<file path="src/hdl/ebpf_pkg.sv">
// ----------------------------------------------------------------------------
// ebpf_pkg
// Shared types and codes of the eBPF execute unit: item classes, the decoded
// item carried from the front end to the back end, and the result word.
// ----------------------------------------------------------------------------
package ebpf_pkg;

    // Instruction classes (opcode bits 2..0).
    localparam logic [2:0] CLS_LD    = 3'd0;
    localparam logic [2:0] CLS_LDX   = 3'd1;
    localparam logic [2:0] CLS_ST    = 3'd2;
    localparam logic [2:0] CLS_STX   = 3'd3;
    localparam logic [2:0] CLS_ALU32 = 3'd4;
    localparam logic [2:0] CLS_JMP   = 3'd5;
    localparam logic [2:0] CLS_ALU64 = 3'd7;

    // Whole opcodes with a special meaning.
    localparam logic [7:0] OPC_LDDW    = 8'h18;
    localparam logic [7:0] OPC_LDDW_DT = 8'hB8;
    localparam logic [7:0] OPC_LDDW_RO = 8'hD8;
    localparam logic [7:0] OPC_CALL    = 8'h85;
    localparam logic [7:0] OPC_EXIT    = 8'h95;
    localparam logic [7:0] OPC_LDXDW   = 8'h79;
    localparam logic [7:0] OPC_LDXW    = 8'h61;
    localparam logic [7:0] OPC_LDXH    = 8'h69;
    localparam logic [7:0] OPC_LDXB    = 8'h71;
    localparam logic [7:0] OPC_STDW    = 8'h7A;
    localparam logic [7:0] OPC_STW     = 8'h62;
    localparam logic [7:0] OPC_STH     = 8'h6A;
    localparam logic [7:0] OPC_STB     = 8'h72;
    localparam logic [7:0] OPC_STXDW   = 8'h7B;
    localparam logic [7:0] OPC_STXW    = 8'h63;
    localparam logic [7:0] OPC_STXH    = 8'h6B;
    localparam logic [7:0] OPC_STXB    = 8'h73;

    // ALU operations (opcode bits 7..4).
    localparam logic [3:0] ALU_ADD  = 4'h0;
    localparam logic [3:0] ALU_SUB  = 4'h1;
    localparam logic [3:0] ALU_MUL  = 4'h2;
    localparam logic [3:0] ALU_DIV  = 4'h3;
    localparam logic [3:0] ALU_OR   = 4'h4;
    localparam logic [3:0] ALU_AND  = 4'h5;
    localparam logic [3:0] ALU_LSH  = 4'h6;
    localparam logic [3:0] ALU_RSH  = 4'h7;
    localparam logic [3:0] ALU_NEG  = 4'h8;
    localparam logic [3:0] ALU_MOD  = 4'h9;
    localparam logic [3:0] ALU_XOR  = 4'hA;
    localparam logic [3:0] ALU_MOV  = 4'hB;
    localparam logic [3:0] ALU_ARSH = 4'hC;

    // Branch conditions (opcode bits 7..4).
    localparam logic [3:0] JMP_JA   = 4'h0;
    localparam logic [3:0] JMP_JEQ  = 4'h1;
    localparam logic [3:0] JMP_JGT  = 4'h2;
    localparam logic [3:0] JMP_JGE  = 4'h3;
    localparam logic [3:0] JMP_JSET = 4'h4;
    localparam logic [3:0] JMP_JNE  = 4'h5;
    localparam logic [3:0] JMP_JSGT = 4'h6;
    localparam logic [3:0] JMP_JSGE = 4'h7;
    localparam logic [3:0] JMP_JLT  = 4'hA;
    localparam logic [3:0] JMP_JLE  = 4'hB;
    localparam logic [3:0] JMP_JSLT = 4'hC;
    localparam logic [3:0] JMP_JSLE = 4'hD;

    // Result status codes.
    localparam logic [2:0] ST_OK      = 3'd0;
    localparam logic [2:0] ST_ILLEGAL = 3'd1;
    localparam logic [2:0] ST_CALL    = 3'd2;
    localparam logic [2:0] ST_EXIT    = 3'd3;
    localparam logic [2:0] ST_MEM     = 3'd4;

    // Wide load flavors.
    localparam logic [1:0] WK_PLAIN  = 2'd0;
    localparam logic [1:0] WK_DATA   = 2'd1;
    localparam logic [1:0] WK_RODATA = 2'd2;

    // Configuration register indexes.
    localparam logic [1:0] CFG_CTX    = 2'd0;
    localparam logic [1:0] CFG_STACK  = 2'd1;
    localparam logic [1:0] CFG_DATA   = 2'd2;
    localparam logic [1:0] CFG_RODATA = 2'd3;

    localparam int REG_CTX   = 1;
    localparam int REG_STACK = 10;

    typedef enum logic [3:0] {
        K_START,
        K_WIDE1,
        K_WIDE2,
        K_ALU,
        K_JA,
        K_BRANCH,
        K_CALL,
        K_EXIT,
        K_MEM,
        K_ILLEGAL
    } kind_t;

    typedef struct packed {
        kind_t              kind;
        logic [3:0]         op;
        logic               w32;
        logic               xsrc;
        logic [3:0]         a_idx;
        logic [3:0]         b_idx;
        logic signed [15:0] offset;
        logic [31:0]        imm;
        logic [1:0]         wkind;
    } item_t;

    typedef struct packed {
        logic [31:0] helper_id;
        logic [63:0] mem_address;
        logic [63:0] reg_value;
        logic [15:0] jump_offset;
        logic        taken;
        logic [2:0]  status;
    } res_t;

    typedef enum logic [2:0] {
        S_IDLE,
        S_EXEC,
        S_MUL,
        S_DIV,
        S_WB
    } back_state_t;

endpackage

</file>
<file path="src/hdl/ebpf_queue.sv">
// ----------------------------------------------------------------------------
// ebpf_queue
// Two-entry queue of decoded items between the front end and the back end.
// ----------------------------------------------------------------------------
module ebpf_queue (
    input  logic            aclk,
    input  logic            aresetn,
    input  logic            push,
    input  ebpf_pkg::item_t push_item,
    output logic            full,
    output logic            head_valid,
    input  logic            pop,
    output ebpf_pkg::item_t head_item
);
    import ebpf_pkg::*;

    item_t      slot_reg [2];
    logic       wr_ptr_reg, wr_ptr_next;
    logic       rd_ptr_reg, rd_ptr_next;
    logic [1:0] count_reg, count_next;
    logic       do_pop;

    assign full       = (count_reg == 2'd2);
    assign head_valid = (count_reg != 2'd0);
    assign head_item  = slot_reg[rd_ptr_reg];
    assign do_pop     = pop && head_valid;

    always_comb begin
        wr_ptr_next = push ? ~wr_ptr_reg : wr_ptr_reg;
        rd_ptr_next = do_pop ? ~rd_ptr_reg : rd_ptr_reg;
        count_next  = count_reg + 2'(push) - 2'(do_pop);
    end

    always_ff @(posedge aclk) begin
        if (push) slot_reg[wr_ptr_reg] <= push_item;
    end

    always_ff @(posedge aclk) begin
        if (!aresetn) begin
            wr_ptr_reg <= 1'b0;
            rd_ptr_reg <= 1'b0;
            count_reg  <= 2'd0;
        end else begin
            wr_ptr_reg <= wr_ptr_next;
            rd_ptr_reg <= rd_ptr_next;
            count_reg  <= count_next;
        end
    end

endmodule

</file>
<file path="config.mk">
export PLATFORM = sky130hd
export DESIGN_NAME = ebpf_queue
export DESIGN_NICKNAME = d
export VERILOG_FILES = /design/src/hdl/ebpf_pkg.sv /design/src/hdl/ebpf_queue.sv
export SDC_FILE = /design/constraint.sdc
export NUM_CORES = 1
export LEC_CHECK = 0
export BUFFER_PORTS_ARGS = -buffer_cell sky130_fd_sc_hd__clkbuf_2
export CAP_MARGIN = 15
export CORE_MARGIN = 2
export CORE_UTILIZATION = 45
export DETAILED_ROUTE_END_ITERATION = 12
export PLACE_DENSITY = 0.7
export SLEW_MARGIN = 10
export SYNTH_ARGS = -nofsm -noshare
export SYNTH_HDL_FRONTEND = slang
export SYNTH_SLANG_ARGS = --single-unit
</file>
<file path="constraint.sdc">
create_clock -name aclk -period 11.94 [get_ports aclk]
set_clock_uncertainty 0.1 [all_clocks]
set_input_delay 2.388 -clock aclk [delete_from_list [all_inputs] [get_ports aclk]]
set_output_delay 2.388 -clock aclk [all_outputs]
set_load 0.05 [all_outputs]
</file>
# --- After elaboration in Yosys (flattened, before gate mapping) ---
# Memories as Yosys holds them, arrays and structs flattened. A register that Yosys moved wholly into a read port is not among the register bits.
# Cells that the tools add are included.
classes:
  n_addsub: 2
  eq_ne: 1
  mux: 4
  bitwise_logic: 2
  reduce_logical: 2
op_table:
  columns: ["operator", "count"]
  rows:
  - ["2-to-1 mux 1 bit", 4]
  - ["adder 2 x 1 -> 2 bit", 1]
  - ["== test 2 bit, second input constant", 1]
  - ["inverter 1 bit", 2]
  - ["nonzero test 2 bit", 1]
  - ["subtractor 2 x 1 -> 2 bit", 1]
  - ["logical AND 1 bit", 1]
word_totals:
  regBits: 4
  mem_bits_rw: 136
  inputBits: 72
  elab_cells: 15
  mem_count: 1
memory_table:
  columns: ["memory", "words", "width", "rd", "rd_clocked_by_memory_dff", "write_ports", "line", "source"]
  rows:
  - ["slot_reg", 2, 68, 1, 1, 1, "ebpf_queue.sv:17", "item_t slot_reg [2];"]

# --- Logic depth before layout (Yosys ltp) ---
depth:
  word_depth: 4
  ltp_mapped: 6
  ltp_nobuf: 6

# --- Worst setup path after synthesis ---
# OpenSTA, ideal clock, no wires.
synth_path:
  path_type: "input -> register"
  startpoint: "in push"
  endpoint: "mem slot_reg[0][0] (netlist bit), enable pin"
  setup_ps: 503
  t_arrival_ps: 5404
  setup_slack_ps: 5932
  cell_stages: 1
  n_path_buf: 0
  path_cell_list: "nor2b_1"
synth_between:
  elab_chain_cells: 2
synth_lines:
  columns: ["element", "line", "source"]
  rows:
  - ["start, declared", "ebpf_queue.sv:8", "input logic push,"]
  - ["2-to-1 mux 1 bit", "ebpf_queue.sv:35", "if (push) slot_reg[wr_ptr_reg] <= push_item;"]
  - ["2-to-1 mux 1 bit (not written as such)", "ebpf_queue.sv:35", null]
  - ["end, declared", "ebpf_queue.sv:17", null]
# No other way between the ends.

==> impl_results.md <==
- Max FFs per register: between 100 and 150
- Worst Path Required: between 9 and 10 ns
- Setup Fix Bufs, Post-CTS: 0
- Synth cell types: 17
- Post-Synthesis Cells: 235
- Avg Synthesized Cell Area: around 22 um2
- Arr. time, crit path: 2.12 ns
- Crit path launch type: flop
- Total Wirelength: 8490 um
- Area Growth Syn to Fin: 26.4%
- Hold Path Class: reg -> reg
- Vias after detailed routing: ~2600
- Area occupied by multi-input gates: 987 um2
- Slew Viols, Final: 0
- Core Area: between 10000 and 15000 um2
- Chip Width: 112 um
- Die ar.: 12500 um2
- Clock buffer depth: 2
- Post-CTS Hold Buffers: 0
- DRC: 0
- Antenna cells: 0
- CTS tree: yes
- Final worst setup slack: about 7.3 ns
- Setup_tns: 0 ns
- Post-Place Cell Area: a little over 6000 um2
- Hold Vio Cnt, Final: 0
- Worst-Skew Late Latency: 0.40 ns
- Gr ovfl total: 0
- # rows: 39
- DIE HEIGHT: 112 um
- Crit. End Element: primary output
- Placement Setup Slack: 7.71 ns
- Fmax: 217 MHz
- H-tree Lvls: 4
- FF/Latch Area: 4190 um2
- Status: finished, final reports clean
- IO Pins: 142
- Synthesized Nets: 309
- DR pass1 iterations: 4
- TritonCTS Sinks: 141
- Crit Path Max Fanout: 68
- Measured slew at the worst slew-check pin: 1.02 ns
- CP Class: reg -> out
- Pwr Density: 220 nW/um2
- Syn. warnings: 0
- Num CTS Buffers: 17
- Total GRT Usage: 13.9%
- Largest net degree at the start of global routing: 69
- Mean routed wirelength per cell: 15.6 um
- Gates resized, CTS repair: 0
- Fin nets: 462
- Filler cell count: ~860
- Vias in the first global route: 2717
- Slew margin rel.: 32.3%
- Final setup fails: 0
- Synthesized cell area: 5240 um2
- VDD IR-drop max: roughly 0.00013 V
- GP Congestion: 0.693
- Hold_ws: 0.380 ns
- Post-synthesis sequential area ratio: around four fifths
- Post-route cell area: 6630 um2
- Root Driver: clkbuf_16
- Clk pin slew, worst setup/hold paths: 0.05 ns
- Core Util, Final: 58.3%
- Pleak: approximately 2.6 nW
- Final Cycle Share: between 30% and 40%
- Unrepaired setup endpoints after global routing: no
- DP HPWL: roughly 5400 um
- Initial antenna violation count: 0
- Starting DRC count in detailed routing: 56
- Vias per std cell: 4.84
- Detail Route Antenna Nets: 0
- Max-cap violations: 0
- Share of layout cells above drive strength 1: 61.1%
- Global-route wire length before repair: 13000 um
- Worst R2R Start: wr_ptr_reg
- PortBufs: 141
- Post-synthesis register bit count: roughly 140
- Min-delay src: rd_ptr_reg
- Initial core utilization: 46.1%
- Fin crit period: 4.61 ns
-- final timing paths --
check	to	slack, ns	depth (start not counted)
hold / removal	flop	0.38	2
setup / recovery	head_item[30]	7.33	2
hold reg to reg	flop	0.38	2
setup reg to reg	slot_reg[0][27]	10.02	2
-- synth_stat cells --
library cell | count | area, um2
mux2i_1 | 2 | 20.0
inv_1 | 2 | 7.51
nor2b_1 | 4 | 25.0
mux2_4 | 20 | 300
ha_1 | 2 | 25.0
buf_8 | 2 | 30.0
buf_2 | 4 | 20.0
nand2_1 | 1 | 3.75
mux2_2 | 48 | 541
nand2b_1 | 1 | 6.26
buf_6 | 2 | 22.5
o21a_1 | 2 | 15.0
edfxtp_1 | 136 | 4080
or2_2 | 1 | 6.26
dfxtp_1 | 5 | 100
and2_1 | 2 | 12.5
xnor3_1 | 1 | 22.5
-- where the power goes --
group / internal (W) / switching (W)
Sequential: 0.000576 / 0.0000381
Combinational: 0.000123 / 0.000245
Clock: 0.000285 / 0.000191
Total: 0.000985 / 0.000474
-- worst max-delay path, cell delays in order (launching register included) --
cell and delay (ns):
dfxtp_4 0.99, mux2_2 0.43, clkbuf_2 0.24
-- per-stage QoR --
| step | std cells | total power, W |
|---|---|---|
| after CTS | 544 | 0.00148 |
| after floorplan | 235 | 0.000928 |
| after global placement | 512 | 0.000993 |
| after global routing | 544 | 0.00151 |
| after detailed placement | 512 | 0.000999 |
| final | 544 | 0.00146 |
-- area by class of cell --
| class | instances | area share (%) |
|---|---|---|
| well taps | 143 | 2.70 |
| clock inverters | 14 | 1.83 |
| clock buffers | 18 | 6.48 |
| flip-flops and latches | 141 | 63.2 |
| inverters | 2 | 0.113 |
| repair buffers | 142 | 10.8 |
| multi-input cells | 84 | 14.9 |
-- cells by family after synthesis --
| group | synth area share (%) |
|---|---|
| DFF | 79.8 |
| adders and majority gates | 0.477 |
| xor gates and xnor gates | 0.430 |
| AOI/OAI and AO/OA | 0.286 |
| muxes | 16.4 |
| and+or+nand+nor | 1.03 |
| buffers and inverters | 1.53 |
-- layer usage --
layer	vias up	track usage, %	wire length [um]
met5	-	0	0
met2	95	23.6	4400
li1	1232	-	-
met4	0	6.42	144
met3	12	5.28	578
met1	1295	15.5	3370
-- cells in the final DEF (no fill, tap or decap), drive strengths merged, types with 2 or more instances in the layout --
cell,count
and2,2
inv,3
edfxtp,136
mux2i,2
ha,2
mux2,68
o21a,2
dfxtp,5
clkinvlp,6
clkinv,6
nor2b,4
clkbuf,159
No activity file was read; power rests on OpenSTA's default activity.
