File: config.mk
export PLATFORM = sky130hd
export DESIGN_NAME = ebpf_front
export DESIGN_NICKNAME = d
export VERILOG_FILES = /design/src/hdl/ebpf_pkg.sv /design/src/hdl/ebpf_front.sv
export SDC_FILE = /design/constraint.sdc
export NUM_CORES = 1
export LEC_CHECK = 0
export ABC_AREA = 1
export BUFFER_PORTS_ARGS = -buffer_cell sky130_fd_sc_hd__buf_2
export CORE_UTILIZATION = 30
export DETAILED_ROUTE_END_ITERATION = 10
export PLACE_DENSITY = 0.8
export SYNTH_ARGS = -nofsm -noshare
export SYNTH_HDL_FRONTEND = slang
export SYNTH_SLANG_ARGS = --single-unit
File: constraint.sdc
create_clock -name aclk -period 1.2 [get_ports aclk]
set_input_delay 0.12 -clock aclk [delete_from_list [all_inputs] [get_ports aclk]]
set_output_delay 0.12 -clock aclk [all_outputs]
set_load 0.01 [all_outputs]
File: src/hdl/ebpf_pkg.sv
// ----------------------------------------------------------------------------
// ebpf_pkg
// Shared types and codes of the eBPF execute unit: item classes, the decoded
// item carried from the front end to the back end, and the result word.
// ----------------------------------------------------------------------------
package ebpf_pkg;

    // Instruction classes (opcode bits 2..0).
    localparam logic [2:0] CLS_LD    = 3'd0;
    localparam logic [2:0] CLS_LDX   = 3'd1;
    localparam logic [2:0] CLS_ST    = 3'd2;
    localparam logic [2:0] CLS_STX   = 3'd3;
    localparam logic [2:0] CLS_ALU32 = 3'd4;
    localparam logic [2:0] CLS_JMP   = 3'd5;
    localparam logic [2:0] CLS_ALU64 = 3'd7;

    // Whole opcodes with a special meaning.
    localparam logic [7:0] OPC_LDDW    = 8'h18;
    localparam logic [7:0] OPC_LDDW_DT = 8'hB8;
    localparam logic [7:0] OPC_LDDW_RO = 8'hD8;
    localparam logic [7:0] OPC_CALL    = 8'h85;
    localparam logic [7:0] OPC_EXIT    = 8'h95;
    localparam logic [7:0] OPC_LDXDW   = 8'h79;
    localparam logic [7:0] OPC_LDXW    = 8'h61;
    localparam logic [7:0] OPC_LDXH    = 8'h69;
    localparam logic [7:0] OPC_LDXB    = 8'h71;
    localparam logic [7:0] OPC_STDW    = 8'h7A;
    localparam logic [7:0] OPC_STW     = 8'h62;
    localparam logic [7:0] OPC_STH     = 8'h6A;
    localparam logic [7:0] OPC_STB     = 8'h72;
    localparam logic [7:0] OPC_STXDW   = 8'h7B;
    localparam logic [7:0] OPC_STXW    = 8'h63;
    localparam logic [7:0] OPC_STXH    = 8'h6B;
    localparam logic [7:0] OPC_STXB    = 8'h73;

    // ALU operations (opcode bits 7..4).
    localparam logic [3:0] ALU_ADD  = 4'h0;
    localparam logic [3:0] ALU_SUB  = 4'h1;
    localparam logic [3:0] ALU_MUL  = 4'h2;
    localparam logic [3:0] ALU_DIV  = 4'h3;
    localparam logic [3:0] ALU_OR   = 4'h4;
    localparam logic [3:0] ALU_AND  = 4'h5;
    localparam logic [3:0] ALU_LSH  = 4'h6;
    localparam logic [3:0] ALU_RSH  = 4'h7;
    localparam logic [3:0] ALU_NEG  = 4'h8;
    localparam logic [3:0] ALU_MOD  = 4'h9;
    localparam logic [3:0] ALU_XOR  = 4'hA;
    localparam logic [3:0] ALU_MOV  = 4'hB;
    localparam logic [3:0] ALU_ARSH = 4'hC;

    // Branch conditions (opcode bits 7..4).
    localparam logic [3:0] JMP_JA   = 4'h0;
    localparam logic [3:0] JMP_JEQ  = 4'h1;
    localparam logic [3:0] JMP_JGT  = 4'h2;
    localparam logic [3:0] JMP_JGE  = 4'h3;
    localparam logic [3:0] JMP_JSET = 4'h4;
    localparam logic [3:0] JMP_JNE  = 4'h5;
    localparam logic [3:0] JMP_JSGT = 4'h6;
    localparam logic [3:0] JMP_JSGE = 4'h7;
    localparam logic [3:0] JMP_JLT  = 4'hA;
    localparam logic [3:0] JMP_JLE  = 4'hB;
    localparam logic [3:0] JMP_JSLT = 4'hC;
    localparam logic [3:0] JMP_JSLE = 4'hD;

    // Result status codes.
    localparam logic [2:0] ST_OK      = 3'd0;
    localparam logic [2:0] ST_ILLEGAL = 3'd1;
    localparam logic [2:0] ST_CALL    = 3'd2;
    localparam logic [2:0] ST_EXIT    = 3'd3;
    localparam logic [2:0] ST_MEM     = 3'd4;

    // Wide load flavors.
    localparam logic [1:0] WK_PLAIN  = 2'd0;
    localparam logic [1:0] WK_DATA   = 2'd1;
    localparam logic [1:0] WK_RODATA = 2'd2;

    // Configuration register indexes.
    localparam logic [1:0] CFG_CTX    = 2'd0;
    localparam logic [1:0] CFG_STACK  = 2'd1;
    localparam logic [1:0] CFG_DATA   = 2'd2;
    localparam logic [1:0] CFG_RODATA = 2'd3;

    localparam int REG_CTX   = 1;
    localparam int REG_STACK = 10;

    typedef enum logic [3:0] {
        K_START,
        K_WIDE1,
        K_WIDE2,
        K_ALU,
        K_JA,
        K_BRANCH,
        K_CALL,
        K_EXIT,
        K_MEM,
        K_ILLEGAL
    } kind_t;

    typedef struct packed {
        kind_t              kind;
        logic [3:0]         op;
        logic               w32;
        logic               xsrc;
        logic [3:0]         a_idx;
        logic [3:0]         b_idx;
        logic signed [15:0] offset;
        logic [31:0]        imm;
        logic [1:0]         wkind;
    } item_t;

    typedef struct packed {
        logic [31:0] helper_id;
        logic [63:0] mem_address;
        logic [63:0] reg_value;
        logic [15:0] jump_offset;
        logic        taken;
        logic [2:0]  status;
    } res_t;

    typedef enum logic [2:0] {
        S_IDLE,
        S_EXEC,
        S_MUL,
        S_DIV,
        S_WB
    } back_state_t;

endpackage

File: src/hdl/ebpf_front.sv
// ----------------------------------------------------------------------------
// ebpf_front
// Decodes an incoming instruction word into a classified item and tracks
// whether the next word is the second half of a wide load.
// ----------------------------------------------------------------------------
module ebpf_front #(
    parameter int NUM_REGS = 11
) (
    input  logic                aclk,
    input  logic                aresetn,
    input  logic                accept,
    input  logic                cmd,
    input  logic [7:0]          opcode,
    input  logic [3:0]          dst_index,
    input  logic [3:0]          src_index,
    input  logic signed [15:0]  offset,
    input  logic [31:0]         immediate,
    output ebpf_pkg::item_t     item
);
    import ebpf_pkg::*;

    logic       pend_reg, pend_next;
    logic [2:0] cls;
    logic [3:0] op;
    logic       xsrc, dok, sok, src_ok;

    function automatic logic idx_ok(input logic [3:0] idx);
        return {1'b0, idx} < 5'(NUM_REGS);
    endfunction

    function automatic logic br_ok(input logic [3:0] c);
        return c == JMP_JEQ || c == JMP_JGT || c == JMP_JGE || c == JMP_JSET ||
               c == JMP_JNE || c == JMP_JSGT || c == JMP_JSGE || c == JMP_JLT ||
               c == JMP_JLE || c == JMP_JSLT || c == JMP_JSLE;
    endfunction

    assign cls    = opcode[2:0];
    assign op     = opcode[7:4];
    assign xsrc   = opcode[3];
    assign dok    = idx_ok(dst_index);
    assign sok    = idx_ok(src_index);
    assign src_ok = !xsrc || sok;

    always_comb begin
        item        = '0;
        item.kind   = K_ILLEGAL;
        item.op     = op;
        item.w32    = (cls == CLS_ALU32);
        item.xsrc   = xsrc;
        item.a_idx  = dst_index;
        item.b_idx  = src_index;
        item.offset = offset;
        item.imm    = immediate;
        item.wkind  = WK_PLAIN;
        if (!cmd) begin
            item.kind = K_START;
        end else if (pend_reg) begin
            item.kind = K_WIDE2;
        end else begin
            unique case (cls)
                CLS_ALU32, CLS_ALU64: begin
                    if (dok && src_ok && op <= ALU_ARSH) item.kind = K_ALU;
                end
                CLS_JMP: begin
                    if (opcode == OPC_CALL) begin
                        item.kind = K_CALL;
                    end else if (opcode == OPC_EXIT) begin
                        item.kind  = K_EXIT;
                        item.a_idx = 4'd0;
                    end else if (op == JMP_JA) begin
                        if (!xsrc) item.kind = K_JA;
                    end else if (dok && src_ok && br_ok(op)) begin
                        item.kind = K_BRANCH;
                    end
                end
                CLS_LD: begin
                    if (dok && (opcode == OPC_LDDW || opcode == OPC_LDDW_DT ||
                                opcode == OPC_LDDW_RO)) begin
                        item.kind  = K_WIDE1;
                        item.wkind = (opcode == OPC_LDDW) ? WK_PLAIN :
                                     (opcode == OPC_LDDW_DT) ? WK_DATA : WK_RODATA;
                    end
                end
                CLS_LDX: begin
                    item.a_idx = src_index;
                    if (dok && sok && (opcode == OPC_LDXDW || opcode == OPC_LDXW ||
                                       opcode == OPC_LDXH || opcode == OPC_LDXB))
                        item.kind = K_MEM;
                end
                CLS_ST: begin
                    if (dok && (opcode == OPC_STDW || opcode == OPC_STW ||
                                opcode == OPC_STH || opcode == OPC_STB))
                        item.kind = K_MEM;
                end
                CLS_STX: begin
                    if (dok && sok && (opcode == OPC_STXDW || opcode == OPC_STXW ||
                                       opcode == OPC_STXH || opcode == OPC_STXB))
                        item.kind = K_MEM;
                end
                default: item.kind = K_ILLEGAL;
            endcase
        end
    end

    always_comb begin
        pend_next = pend_reg;
        if (accept) begin
            if (item.kind == K_WIDE1) pend_next = 1'b1;
            else if (item.kind == K_START || item.kind == K_WIDE2) pend_next = 1'b0;
        end
    end

    always_ff @(posedge aclk) begin
        if (!aresetn) begin
            pend_reg <= 1'b0;
        end else begin
            pend_reg <= pend_next;
        end
    end

endmodule

# Word level (Yosys, flattened, before mapping)
# Cells that the tools add are included.
[totals]
output_inout_bits = 68
ff_bits = 1
in_bits = 68
elab_cells = 104
[op_classes]
eq_ne = 36
n_reduce_logical = 38
magnitude_cmp = 3
muxes = 26
[ops]
columns = ["cell", "n"]
rows = [
  ["$eq A8 B7 Y1 const B", 12],
  ["$mux W4", 13],
  ["$eq A8 B8 Y1 const B", 4],
  ["$pmux W4 S6", 1],
  ["$logic_or A1 B1 Y1", 23],
  ["$eq A4 B3 Y1 const B", 4],
  ["$eq A4 B4 Y1 const B", 4],
  ["$eq A4 B2 Y1 const B", 3],
  ["$mux W2", 6],
  ["$eq A3 B3 Y1 const B", 3],
  ["$eq A4 B1 Y1 const B", 2],
  ["$eq A8 B5 Y1 const B", 1],
  ["$logic_and A1 B1 Y1", 8],
  ["$logic_not A4 Y1", 2],
  ["$lt A4 B4 Y1 const B", 2],
  ["$pmux W4 S2", 1],
  ["$eq A3 B2 Y1 const B", 2],
  ["$mux W1", 5],
  ["$le A4 B4 Y1 const B", 1],
  ["$eq A3 B1 Y1 const B", 1],
  ["$logic_not A3 Y1", 1],
  ["$reduce_and A2 Y1", 1],
  ["$reduce_bool A2 Y1", 1],
  ["$reduce_or A2 Y1", 1],
  ["$logic_not A1 Y1", 1],
]

# Longest topological paths before layout
# Gate-level depths: netlist (run 1).
[logic_depth]
depth_word = 23
depth_mapped = 9
ltp_nobuf = 9

# Least setup slack after synthesis (run 1)
# Ideal clock, no wire load.
[synth_timing]
kind = "input to output"
from = "input port opcode[2]"
to = "output port item[1] (netlist name)"
arrival_time_ps = 949
path_slack_ps = 131
n_path_buf = 1
t_required_ps = 1080
cell_stages = 6
path_cell_list = "buf_6 inv_4 nand3_1 nor2_2 nand2_2 nor4_1"
[synth_lines]
columns = ["item", "line_no", "rtl"]
rows = [
  ["start: declaration", "ebpf_front.sv:13", "input logic [7:0] opcode,"],
  ["end: declaration", "ebpf_front.sv:18", "output ebpf_pkg::item_t item"],
]

==> results.rst, run 1 <==
.. list-table::
   :header-rows: 1

   * - Metric
     - Value
   * - Result of the run
     - finished with violations
   * - Violations in the final reports
     - DRC, setup timing
   * - Most frequent cells in the layout
     - buf_2, nand2_1, inv_1
   * - Relative slew slack
     - approximately 85%
   * - Cells taking the most area after synthesis
     - buf_4, nand2_1, inv_1, nand3_1, nor2_1
   * - Most frequent standard cell in the layout excluding fill and tap cells
     - buf_2
   * - Worst Setup End Kind
     - output pin
   * - Ports placed on the boundary
     - between 100 and 150
   * - Average via count per standard cell
     - between 4 and 5
   * - Hold buffer count at CTS
     - 0
   * - Leakage power
     - about 0.55 nW
   * - Number of antenna repair diodes
     - 0
   * - Mean cell area of the mapped netlist
     - 5.73 um2
   * - Cells along the critical path
     - buf_8, buf_6, inv_1, nand2_1, nand2_1, nand2_2, nand3_2, nand3_2, nor2_2, nor2_1, nor2_1, buf_2
   * - Clock latency on the worst-skew pair
     - 0 ps
   * - Global-route wire length before repair
     - about 3.2 mm
   * - Critical path launch point type
     - input pin
   * - Arrival time reported for the critical path endpoint
     - 1090 ps
   * - Slew Viols, Final
     - 0
   * - Largest stage delay on the critical path
     - ~140 ps
   * - Vertical extent of the die
     - 57.3 um
   * - Pin count of the biggest net entering global routing
     - 9
   * - Simple-gate area share of the yosys netlist
     - 31.9%
   * - Fraction of the mapped netlist area in adder cells
     - 0%
   * - RD Place Congestion
     - between 0.8 and 0.9
   * - Post-DP HPWL
     - roughly 1.7 mm
   * - Buffers and inverters on the worst path
     - 4
   * - Post-Syn Instances
     - 160
   * - Number of antenna violations at the first check in global routing
     - 0
   * - Netlist cell types
     - 21
   * - Global routing usage summed across all routing layers
     - 11.5%
   * - Data required time of the critical path
     - roughly 1100 ps
   * - Number of nets in the final layout
     - approximately 230
   * - Worst Setup Path Type
     - in -> out
   * - Mapped cell area
     - slightly above 900 um2
   * - Final min period
     - roughly 1200 ps
   * - Post-route DRC
     - 8
   * - Flip-flop count of the largest register, all copies and words added
     - 1
   * - Total congestion overflow
     - 0
   * - Pin slew with the least headroom to its limit
     - ~220 ps
   * - Final-report hold violation count
     - 0
   * - Count of input and output buffers
     - 39
   * - Placed Area
     - 795 um2
   * - Antenna viol nets, final
     - 0
   * - Die footprint
     - roughly 3300 um2
   * - Setup total negative slack
     - -11.3 ps
   * - Layout cell share with drive strength beyond 1
     - 57.4%
   * - Setup violation total in the final timing report
     - 1
   * - Total power divided by cell area
     - around 340 nW/um2
   * - Vias in the first global route
     - 780
   * - Net Count, Synth
     - ~230
   * - Part of the Yosys area used for sequential elements
     - 2.18%
   * - Largest family of logic cells by synthesized area
     - buffers and inverters
   * - Maximum fanout count along the critical path
     - 5
   * - Via count
     - 887
   * - Mean routed wirelength per cell
     - 11.3 um
   * - Delay-heaviest family, CP
     - simple AND/OR/NAND/NOR gates
   * - First drt pass iteration count
     - 7
   * - Worst setup margin
     - -11.3 ps
   * - Yosys top cell by area
     - buf_4
   * - Multiplexer fraction of the synthesized cell area
     - 0%
   * - Setup clock skew after layout
     - 0 ps
   * - Layout-stage area growth over the synthesis result
     - 5.59%
   * - Area of all placed cells without fillers
     - just under 1000 um2
   * - Horiz. Die Dim
     - about 57 um
   * - RSZ-0062 raised after global routing
     - yes
   * - Upper clock frequency limit
     - between 800 and 900 MHz
   * - Detailed router's first-iteration violation count
     - 33
   * - Post-route fraction of the period consumed by the critical path
     - 101%
   * - Peak supply drop
     - approximately 0.15 mV
   * - Final Routed Wirelength
     - about 2.1 mm
   * - Placeable Area
     - 2830 um2
   * - Path type of the worst min-delay path
     - in -> out
   * - Area share of the largest cell type after synthesis
     - 46.7%
   * - Max cap viols
     - 0
   * - Slowest cell on the critical path
     - buf_2
   * - Compound-cell area share of the yosys netlist
     - 8.73%
   * - Starting Density
     - roughly 32%
   * - Number of warning messages in the yosys log
     - 0
   * - Row cnt
     - 19
   * - Number of register bits inferred by synthesis
     - 1
   * - Synth Area in XOR/XNOR
     - 0%
-- final timing paths --
path / start / to / slack (ps) / depth (start not counted)
worst max-delay path: opcode[5] / item[67] / -10 / 12
worst min-delay path: immediate[24] / item[26] / 240 / 0
worst max register to register: pend_reg / pend_reg / 270 / 7
worst min register to register: pend_reg / pend_reg / 580 / 3
-- layout make-up --
type	count	area, um2
repair buffers	53	337
inverters	22	87.6
well taps	31	38.8
multi-input cells	79	485
flip-flops and latches	1	20.0
fillers	298	1860
-- synth_stat cells --
master	n
nor2_2	2
a31o_2	1
o21ai_0	5
nor2_1	13
buf_4	57
nand3_2	1
a21oi_1	3
a21boi_2	1
nand4_1	2
buf_6	1
o211ai_1	2
inv_4	1
o21ai_1	1
nor4_1	1
inv_1	21
nand2_2	1
nand2_1	28
nand3_1	15
and3_1	1
nor3_1	2
dfxtp_1	1
-- stage by stage --
stage	hold WS, ps	power, mW	utilization (%)	worst slack, ps	std cells
finish	240	0.327	34.2	-11.3	186
global route	240	0.357	34.2	-73.4	186
CTS	240	0.273	29.2	-28.8	184
detailed placement	240	0.266	28.1	-97.9	183
global placement	240	0.264	28.1	-86.6	183
floorplan	229	0.339	-	131	160
-- cells by family (layout without fill, tap and decap cells) --
kind of cell	after synthesis	in the layout
and+or+nand+nor	66	66
DFF	1	1
AOI/OAI and AO/OA	13	13
buffers and inverters	80	75
-- metal layers --
metal	GRT usage (%)	up-vias	routed length, um
met5	0	-	0
met2	18.8	53	1040
met1	14.2	381	770
li1	-	437	-
met3	3.40	16	220
met4	4.88	0	79
-- repair_timing --
item,in CTS,in global routing
gates resized for setup,7,45
endpoints found under the hold margin,0,0
setup buffers,1,2
pin swaps,5,23
setup endpoints to repair,3,10
-- power by group --
group / switching (mW) / internal (mW) / total [mW]
combinational: 0.162 / 0.131 / 0.293
sequential: 0.0000326 / 0.0340 / 0.0340
clock: 0 / 0 / 0
Note: power is estimated with default switching activity, not from simulation.
==> run 2: changes to the inputs <==
Clock period 1.2 ns to 1.24 ns, I/O delays scaled along.
==> run 2 against run 1 <==
Against the previous run:
- first-iteration DRC count rose by 36%
- core utilization fell by 1.0 points
- combinational power fell by 6%
- sequential power fell by 3%
- critical path type unchanged
- global-route usage fell by 1.1 points
- largest cell class unchanged
- highest routed layer unchanged
- via count fell by 0.45%
- sequential cell count did not move
- register-to-register slack improved by 30 ps
- sequential share of layout area rose by 0.063 points
- the flow finishes with violations (DRC)
- clock skew did not move
==> results.rst, run 2 (same netlist as run 1, synthesis figures left out) <==
.. list-table::
   :header-rows: 1

   * - Metric
     - Value
   * - Top cell by count, worst path
     - nor2_1
   * - Post-route worst hold slack
     - 248 ps (was 240 ps)
   * - Clock latency on the worst-skew pair
     - 0 ps (about the same)
   * - PnR Total Power
     - 0.307 mW (was 0.327 mW)
   * - Worst Setup Path Type
     - in -> out (unchanged)
   * - Average via count per standard cell
     - 4.70 (was 4.77)
   * - Leakage power
     - 0.543 nW (was 0.546 nW)
   * - Sum of met2 wire segment lengths after detailed routing
     - 1.02 mm (was 1.04 mm)
   * - Pin slew with the least headroom to its limit
     - 235 ps (was 218 ps)
   * - Path type of the worst min-delay path
     - in -> out (unchanged)
   * - Maximum fanout count along the critical path
     - 6 (was 5)
   * - Number of antenna repair diodes
     - 0 (unchanged)
   * - Final-report hold violation count
     - 0 (unchanged)
   * - RD Place Congestion
     - 0.927 (was 0.891)
   * - Number of antenna violations at the first check in global routing
     - 0 (unchanged)
   * - Post-route fraction of the period consumed by the critical path
     - approximately 100%
   * - Most frequent standard cell in the layout excluding fill and tap cells
     - buf_2 (unchanged)
   * - Upper clock frequency limit
     - 820 MHz
   * - Uppermost routed layer
     - met4 (unchanged)
   * - Count of input and output buffers
     - 39 (unchanged)
   * - Final Routed Wirelength
     - 2.05 mm (was 2.11 mm)
   * - Relative slew slack
     - 84.2% (was 85.4%)
   * - Peak supply drop
     - 0.143 mV (was 0.148 mV)
   * - Setup total negative slack
     - 0 ps (was -11.3 ps)
   * - Global-route wire length before repair
     - 2.88 mm (was 3.17 mm)
   * - Layout-stage area growth over the synthesis result
     - 2.46% (was 5.59%)
   * - Post-route DRC
     - 8 (unchanged)
   * - Horiz. Die Dim
     - 57.3 um (unchanged)
   * - Routed length on met3
     - 183 um (was 220 um)
   * - Total power divided by cell area
     - 327 nW/um2 (was 338 nW/um2)
   * - Largest stage delay on the critical path
     - 140 ps (about the same)
   * - Pin count of the biggest net entering global routing
     - 9 (unchanged)
   * - Vertical extent of the die
     - 57.3 um (unchanged)
   * - Setup clock skew after layout
     - 0 ps (unchanged)
   * - Sequential power share
     - 10.7% (was 10.4%)
   * - Hold buffer count at CTS
     - 0 (unchanged)
   * - Critical path launch point type
     - input pin (unchanged)
   * - RSZ-0062 raised after global routing
     - yes (unchanged)
   * - Global routing usage summed across all routing layers
     - 10.5% (was 11.5%)
   * - Row cnt
     - 19 (unchanged)
   * - Total congestion overflow
     - 0 (unchanged)
   * - Slew Viols, Final
     - 0 (unchanged)
   * - Placeable Area
     - 2830 um2 (unchanged)
   * - Buffers and inverters on the worst path
     - 3 (was 4)
   * - Setup violation total in the final timing report
     - 0 (was 1)
   * - Final min period
     - 1220 ps
   * - Post-DP HPWL
     - 1.66 mm (was 1.67 mm)
   * - Vias in the first global route
     - 709 (was 780)
   * - Layout cell share with drive strength beyond 1
     - 51.6% (was 57.4%)
   * - Slowest cell on the critical path
     - buf_2 (unchanged)
   * - Clock power share
     - 0% (about the same)
   * - Result of the run
     - finished with violations (unchanged)
   * - Count of non-filler cells in the finished layout
     - 188 (was 186)
   * - Filler Cells Inserted
     - 322 (was 298)
   * - Worst Setup End Kind
     - output pin (unchanged)
   * - Net Switching
     - 0.147 mW (was 0.163 mW)
   * - Via count
     - 883 (was 887)
   * - Gate power share
     - 89.3% (was 89.6%)
   * - Antenna viol nets, final
     - 0 (unchanged)
   * - Flip-flop count of the largest register, all copies and words added
     - 1 (unchanged)
   * - Internal cell power
     - 0.160 mW (was 0.165 mW)
   * - Placed cells
     - 179 (was 183)
   * - Switching portion of total power
     - 47.9% (was 49.7%)
   * - Die footprint
     - 3280 um2 (unchanged)
   * - Data required time of the critical path
     - 1120 ps (was 1080 ps)
   * - First drt pass iteration count
     - 7 (unchanged)
   * - Number of nets in the final layout
     - 227 (was 225)
   * - Starting Density
     - 32.4% (unchanged)
   * - Arrival time reported for the critical path endpoint
     - 1100 ps (was 1090 ps)
   * - Ports placed on the boundary
     - 136 (unchanged)
   * - Mean routed wirelength per cell
     - 10.9 um (was 11.3 um)
   * - Detailed router's first-iteration violation count
     - 45 (was 33)
   * - Detailed-route wire length on metal 1
     - 781 um (was 770 um)
   * - Delay-heaviest family, CP
     - simple AND/OR/NAND/NOR gates (unchanged)
   * - Max cap viols
     - 0 (unchanged)
   * - Violations in the final reports
     - DRC (was DRC, setup timing)
   * - Cells along the critical path
     - buf_6, inv_1, nor2_1, nand2_1, nand3_2, nand2_2, nand2_1, nand3_1, nor2_1, nor2_1, buf_2 (was buf_8, buf_6, inv_1, nand2_1, nand2_1, nand2_2, nand3_2, nand3_2, nor2_2, nor2_1, nor2_1, buf_2)
   * - Most frequent cells in the layout
     - buf_2, nand2_1, buf_4 (was buf_2, nand2_1, inv_1)
-- run 2: cell types whose count changed in the layout (fill, tap and decap cells not counted), sizes merged --
cell / delta
buf: +2
-- run 2: final timing paths --
kind	endpoint	start	slack [ps]	cells past startpoint
max	item[67]	opcode[7]	20	11
min	item[26]	immediate[24]	250	0
max reg2reg	pend_reg	pend_reg	300	7
min reg2reg	pend_reg	pend_reg	580	3
-- run 2: metal layers --
metal | vias to the layer above | GRT usage, %
li1 | 436 | -
met3 | 14 | 2.95
met1 | 387 | 12.0
met2 | 46 | 18.2
met5 | - | 0
met4 | 0 | 4.53
-- run 2: layout make-up --
| cell class | count | area, um2 | area share (%) |
|---|---|---|---|
| repair buffers | 55 | 350 | 37.3 |
| inverters | 22 | 85.1 | 9.05 |
| flip-flops and latches | 1 | 20.0 | 2.13 |
| multi-input cells | 79 | 445 | 47.4 |
| well taps | 31 | 38.8 | 4.13 |
-- run 2: power groups by stage --
| stage | registers (mW) | logic [mW] | clock network (mW) |
|---|---|---|---|
| after floorplan | 0.0329 | 0.295 | 0 |
| after global placement | 0.0329 | 0.215 | 0 |
| after CTS | 0.0329 | 0.218 | 0 |
| after global routing | 0.0329 | 0.304 | 0 |
| after detailed placement | 0.0329 | 0.217 | 0 |
| final | 0.0329 | 0.274 | 0 |
-- run 2: through the flow --
stage | utilization [%] | setup WS, ps | instance area [um2]
after floorplan | - | 163 | 917
after global placement | 27.0 | -23.0 | 764
after detailed placement | 27.0 | -54.9 | 764
after CTS | 27.3 | 4.35 | 773
after global routing | 33.2 | -112 | 940
final | 33.2 | 20.2 | 940
-- run 2: what timing repair did --
action	CTS	global route
cloned	0	0
pin swaps	1	16
setup buffers	0	9
setup endpoints to repair	2	10
gates resized for setup	2	39
